### src/design/pta_pkg.sv
`default_nettype none

package pta_pkg;

  // Coordinate differences and their magnitudes
  localparam int DW = 15;
  localparam int MW = 15;

  // Square root of (dx^2 + dz^2) * 2^32, one result bit per stage
  localparam int SW = 30;
  localparam int QW = 31;
  localparam int RW = 33;
  localparam int SQRT_STAGES = QW;
  localparam int SQRT_S_STAGES = SW / 2 - 1;

  // Vectoring rotator
  localparam int IN_SHIFT = 16;
  localparam int XW = 34;
  localparam int ZW = 38;
  localparam int ACC_FRAC = 30;
  localparam int CORDIC_ITERS = 32;

  localparam logic signed [ZW-1:0] NINETY_ACC = 38'sd96636764160;
  localparam logic [63:0] DEG_PER_RAD_Q = 64'd61520874802;
  localparam logic [63:0] ATAN_HEAD [8] = '{
    64'd48318382080, 64'd28524006506, 64'd15071301663, 64'd7650428051,
    64'd3840059795, 64'd1921901881, 64'd961185452, 64'd480622056
  };

  typedef enum logic [1:0] {
    CFG_TURRET_X = 2'd0,
    CFG_TURRET_Y = 2'd1,
    CFG_TURRET_Z = 2'd2,
    CFG_MIRROR   = 2'd3
  } cfg_idx_t;

  typedef struct packed {
    logic          laser;
    logic          present;
    logic          dx_zero;
    logic          dx_neg;
    logic          h_zero;
    logic          dy_zero;
    logic          dy_neg;
    logic [MW-1:0] adx;
    logic [MW-1:0] ady;
    logic [MW-1:0] adz;
  } sb_t;

  // Shift right, rounding toward zero
  function automatic logic signed [XW-1:0] shz(input logic signed [XW-1:0] v, input int s);
    logic signed [XW-1:0] m;
    m = -v;
    if (v[XW-1]) return -(m >>> s);
    return v >>> s;
  endfunction

  // atan(2^-i) in degrees with ACC_FRAC fraction bits
  function automatic logic signed [ZW-1:0] atan_step(input int i);
    logic [63:0] e;
    if (i < 8) e = ATAN_HEAD[i[2:0]];
    else e = (DEG_PER_RAD_Q >> i) - ((DEG_PER_RAD_Q >> (3 * i)) / 64'd3);
    return e[ZW-1:0];
  endfunction

endpackage

`default_nettype wire

### src/design/pta_isqrt.sv
`default_nettype none

module pta_isqrt (
  input  wire logic                    clk,
  input  wire logic                    en,
  input  wire logic [pta_pkg::SW-1:0]  s_in,
  output logic      [pta_pkg::QW-1:0]  h_out
);

  localparam int SW = pta_pkg::SW;
  localparam int QW = pta_pkg::QW;
  localparam int RW = pta_pkg::RW;
  localparam int NS = pta_pkg::SQRT_STAGES;
  localparam int NSS = pta_pkg::SQRT_S_STAGES;

  logic [QW-1:0] q_r [NS];
  logic [RW-1:0] r_r [NS];
  logic [SW-1:0] s_r [NSS];

  for (genvar j = 0; j < NS; j++) begin : g_stage
    logic [QW-1:0] q_prev;
    logic [RW-1:0] r_prev;
    logic [1:0]    pair;
    logic [RW+1:0] r_sh;
    logic [RW+1:0] trial;
    logic [RW+2:0] diff;
    logic          ge;

    if (j == 0) begin : g_first
      assign q_prev = '0;
      assign r_prev = '0;
    end else begin : g_next
      assign q_prev = q_r[j-1];
      assign r_prev = r_r[j-1];
    end

    // Low half of the radicand is zero: only early stages take digits
    if (j <= NSS) begin : g_digit
      logic [SW-1:0] s_prev;
      if (j == 0) begin : g_s0
        assign s_prev = s_in;
      end else begin : g_sn
        assign s_prev = s_r[j-1];
      end
      assign pair = s_prev[2*(NSS-j)+1 -: 2];
      if (j < NSS) begin : g_carry
        always_ff @(posedge clk) begin
          if (en) s_r[j] <= s_prev;
        end
      end
    end else begin : g_zero
      assign pair = 2'b00;
    end

    always_comb begin
      r_sh  = {r_prev, pair};
      trial = {2'b00, q_prev, 2'b01};
      diff  = {1'b0, r_sh} - {1'b0, trial};
      ge    = ~diff[RW+2];
    end

    always_ff @(posedge clk) begin
      if (en) begin
        q_r[j] <= {q_prev[QW-2:0], ge};
        r_r[j] <= ge ? diff[RW-1:0] : r_sh[RW-1:0];
      end
    end
  end

  assign h_out = q_r[NS-1];

endmodule

`default_nettype wire

### config.mk
export PLATFORM = sky130hd
export DESIGN_NAME = pta_isqrt
export DESIGN_NICKNAME = d
export VERILOG_FILES = /design/src/design/pta_pkg.sv /design/src/design/pta_isqrt.sv
export SDC_FILE = /design/constraint.sdc
export NUM_CORES = 2
export LEC_CHECK = 0
export BUFFER_PORTS_ARGS = -buffer_cell sky130_fd_sc_hd__buf_4
export CAP_MARGIN = 20
export CORE_UTILIZATION = 50
export DETAILED_ROUTE_END_ITERATION = 7
export GPL_TIMING_DRIVEN = 1
export PLACE_DENSITY = 0.62
export SLEW_MARGIN = 10
export SYNTH_ARGS = -nofsm -noshare
export SYNTH_HDL_FRONTEND = slang
export SYNTH_SLANG_ARGS = --single-unit
### constraint.sdc
create_clock -name clk -period 11 [get_ports clk]
set_input_delay 1.1 -clock clk [delete_from_list [all_inputs] [get_ports clk]]
set_output_delay 1.1 -clock clk [all_outputs]
set_load 0.01 [all_outputs]
======== After elaboration in Yosys (flattened, before gate mapping) ========
Memories as Yosys holds them, arrays and structs flattened.
Cells that the tools add are included.
word-level totals
  register bits after elaboration ......... 0
  bits in writable memories ............... 2404
  input port bits ......................... 32
  memories ................................ 3
cells by class
  $add $sub $neg .......................... 31
  muxes and demuxes ....................... 33
  bitwise gates (word level) .............. 31
memory list
  memory  depth  width  read ports  clocked after memory_dff  wr ports  line             RTL
  r_r     31     33     30          0                         31        pta_isqrt.sv:17  logic [RW-1:0] r_r [NS];
  q_r     31     31     31          0                         31        pta_isqrt.sv:16  logic [QW-1:0] q_r [NS];
  s_r     14     30     14          0                         14        pta_isqrt.sv:18  logic [SW-1:0] s_r [NSS];
operator list
  kind                                                                number
  35-bit by 33-bit subtractor with 36-bit output                      30
  33-bit 2-to-1 mux                                                   31
  1-bit inverter                                                      31
  2-bit by 1-bit subtractor with 3-bit output, second input constant  1
  1-bit 2-to-1 mux                                                    2

======== Logic depth before layout (Yosys ltp) ========
An unclocked memory read counts as a cell.
  depth after elaboration ................. 3
  gate-level depth with buffers ........... 14
  mapped depth without buffers ............ 13

======== Worst setup path after synthesis ========
Ideal clock, no wire load.
  path kind ............................... reg2reg
  start ................................... memory r_r[5][11] (netlist: r_r[1][44])
  end ..................................... memory r_r[6][26] (netlist: r_r[1][92]), data pin
  setup time .............................. 271 ps
  arrival time ............................ 3220 ps
  setup slack ............................. 7509 ps
  cell stages (with the launch flop) ...... 11
  clock period less this slack ............ 3491 ps
  cell sequence ........................... edfxtp_1 > or4_4 > or3_4 > or4_4 > or3_1 > or4_4 > a21o_1 > nand3_1 > buf_4 > nor4_1 > xor2_1
RTL lines
  what             line
  start, declared  pta_isqrt.sv:17

==> out/results.ini <==
[die]
die_h_um=415
starting_density_of_the_core_pct=50.3
floorplan.rows=151
core_footprint_mm2=0.169
die-width_um=415
design.portCount=63
die_area_mm2=0.172

[pwr]
cellLeakagePower_uw=0.0365
p_per_area_mw_per_mm2=200
total_power_uw=18800
vdd.ir_drop.worst_uv=153

[worst_setup_path]
slowest_delay_ns=0.80
setup.worst_path.class=reg -> reg
crit_path_top_delay_cell=sky130_fd_sc_hd__a21oi_2
regToRegSetupSlack_ns=6.84
crit_path_frequent_cell=sky130_fd_sc_hd__or4_1
crit_path_max_fanout=25
worst-r2r-cell-count=9
cp-start-kind=flop
timing.critical_path.cells=or4_1 > or4_1 > nand2b_1 > or4_1 > nand2b_1 > a21oi_2 > a211oi_2 > nor3b_1 > xor2_1
reg2reg_from=r_r[2][85]
critical_path_arrival_ns=4.72
r2r-end=r_r[2][117]
critical_path.endpoint_type=flop
crit_path_required_time_ns=11.56

[yosys]
post_synth.cell_area_avg_um2=11.7
synth_sequential_area_ratio_pct=57.2
syn-instance-count=7304
post_synth_num_cell_types=91
synth-main-ff-cell=sky130_fd_sc_hd__edfxtp_1
post_synth_main_area_contributors=sky130_fd_sc_hd__edfxtp_1 57%, sky130_fd_sc_hd__ha_1 7.0%, sky130_fd_sc_hd__xor2_1 3.7%
ys_seq_elements=1623
synth_top_cell_area_share_pct=57.2
syn_area_mm2=0.0852
ys_warn_count=0
yosys.area.top_type=sky130_fd_sc_hd__edfxtp_1
asyncSetResetFlopFracSynth_pct=0
post_synth_edffs=1623

[clock_network]
clkTransAtPathRegs_ns=0.06
cts_setup_buffers=0
clockRootBuffer=sky130_fd_sc_hd__clkbuf_16
clock_latency_ns=0.81
cts.htree.levels=4
holdBufCountCts=0
cts_buffer_depth=3
cts_buf_count=174
clock_sinks=1623
post_cts_resized=0
cts_tree=yes

[timing]
slew_headroom_pct=25.9
timing.hold.ws_ns=0.408
rsz_0062_raised_after_global_routing=no
report.final.setup_viol=0
worst_pin_slew_ns=1.11
finalHoldViolCount=0
max_clock_freq_mhz=240
finalClockSkew_ns=0.0218
final_period_minus_worst_setup_slack_ns=4.16
finalCritPeriodShare_pct=37.8
tns_ns=0
drv_slew=0

[finish]
area_growth_syn_to_layout_pct=10.4
layout_filler_cell_count=14100
mostFrequentLayoutCell=sky130_fd_sc_hd__edfxtp_1
fin_nets=7941
post_layout_nonfiller_instances=9778
final_layout_size_suffix_gt1_share_pct=7.20
stdcell_area_mm2=0.0941
antenna_cells_inserted=0
multi_input_gate_area_in_the_final_layout_mm2=0.0335
most-common-layout-cells=1623 x sky130_fd_sc_hd__edfxtp_1, 641 x sky130_fd_sc_hd__inv_1, 497 x sky130_fd_sc_hd__nand2_1, 494 x sky130_fd_sc_hd__nor2_1
final-seq-area_mm2=0.0487

[placed_design]
io_port_bufs=62
place_inst=9457
hpwl_um=124000
placement.cell_area_mm2=0.0882
routabilityCongestion=0.881

[flow_run]
cap_violations=0

[route]
drt.antenna.violating_nets=0
wire_per_inst_um=17.4
routed-via-count=54100
remaining_drc_errors=0
routed_wl_um=170000
viasPerCell=5.53
drt_iter0_markers=3183
detail_route.first_pass.iterations=6

[hold_path]
hp-class=reg -> reg
hold_end=s_r[0][137]
worstHoldStart=s_r[0][107]
hold_depth=0

[global_routing]
overall_global_routing_usage_pct=19.6
grt_pass1_vias=53100
gr-total-overflow=0
antenna_violations_before_repair=1
first_pass_grt_wire_length_um=276000
grt_max_degree=179

[outcome]
run_status=finished, final reports clean

## flip-flops by register name, summed over array words and instances (netlist names)
signal and count:
r_r 933, q_r 480, s_r 210
## worst max-delay path by stage
stage                      from          end  slack [ns]  cells past startpoint
floorplan            r_r[1][44]   r_r[1][92]        7.51                     10
global placement     r_r[2][85]  r_r[2][117]        6.81                      9
detailed placement   r_r[2][85]  r_r[2][117]        6.72                      9
CTS                  r_r[2][85]  r_r[2][117]        6.73                      9
global route        r_r[6][100]   r_r[7][28]        6.42                     12
finish               r_r[2][85]  r_r[2][117]        6.84                      9
## Yosys cell counts (all sizes together), types with 8 or more instances
master and count:
edfxtp 1623, or2 30, nand4b 13, o21bai 51, a21boi 21, o21ai 415, a31oi 47, or4b 8
nor2 494, nor4 105, and3 45, nand2 497, fa 15, a311oi 8, ha 478, buf 20
or4 48, a21o 198, inv 642, and4 9, a21oi 482, xnor2 356, nor3b 18, or3 88
nor3 210, nand3b 23, a31o 10, a211o 14, and2 29, a2111oi 14, clkbuf 138, o31ai 45
nand4 49, a211oi 44, xor2 361, o21a 105, o31a 9, mux2 121, nand3 131, nand2b 71
o211ai 29, o2111ai 16, nor2b 60
## layout make-up
cell class                      count  share of cell area [%]
Tap cell                         2218                    2.95
Clock buffer                      206                    4.91
Timing Repair Buffer               93                   0.872
Multi-Input combinational cell   4881                    35.6
Clock inverter                    114                    1.30
Sequential cell                  1623                    51.8
Inverter                          643                    2.56
## metrics by stage
step | setup WS, ns | util, %
2_1_floorplan | 7.51 | -
6_report | 6.84 | 55.6
5_1_grt | 6.42 | 55.6
3_3_place_gp | 6.81 | 52.1
3_5_place_dp | 6.72 | 52.1
4_1_cts | 6.73 | 55.6
## per-layer routing
metal	wire, µm	up-vias	track usage, %	part of all wire (%)
met5	0	-	0	0
met4	4820	0	6.50	2.8
met3	6120	282	2.68	3.6
met2	83600	960	33.8	49
met1	75300	25800	25.4	44
li1	-	27000	-	-
## power by group
group	internal [µW]	switching (µW)	total, µW	leakage (µW)
clock network	3540	2400	5930	0.00281
registers	7980	619	8600	0.0153
logic	1900	2400	4310	0.0184
## logic make-up (layout without fill, tap and decap cells)
| kind of cell | count (synthesis) | in the layout | share of synthesized area [%] |
|---|---|---|---|
| buffers and inverters | 801 | 1056 | 3.56 |
| AOI/OAI and AO/OA | 1595 | 1595 | 11.6 |
| adders and majority gates | 493 | 493 | 7.37 |
| DFF | 1623 | 1623 | 57.2 |
| and+or+nand+nor | 1949 | 1949 | 11.2 |
| other | 1 | 2 | 0.00440 |
| xor gates and xnor gates | 717 | 717 | 7.38 |
| muxes | 125 | 125 | 1.65 |
## worst max-delay path, delay by kind of cell, from the launching register on
kind / cells / cell delay, ns
AO/OA/AOI/OAI: 2 / 1.07
XOR/XNOR: 1 / 0.14
flip-flops: 1 / 0.42
AND/OR/NAND/NOR: 6 / 2.29
No activity file was read; power rests on OpenSTA's default activity.
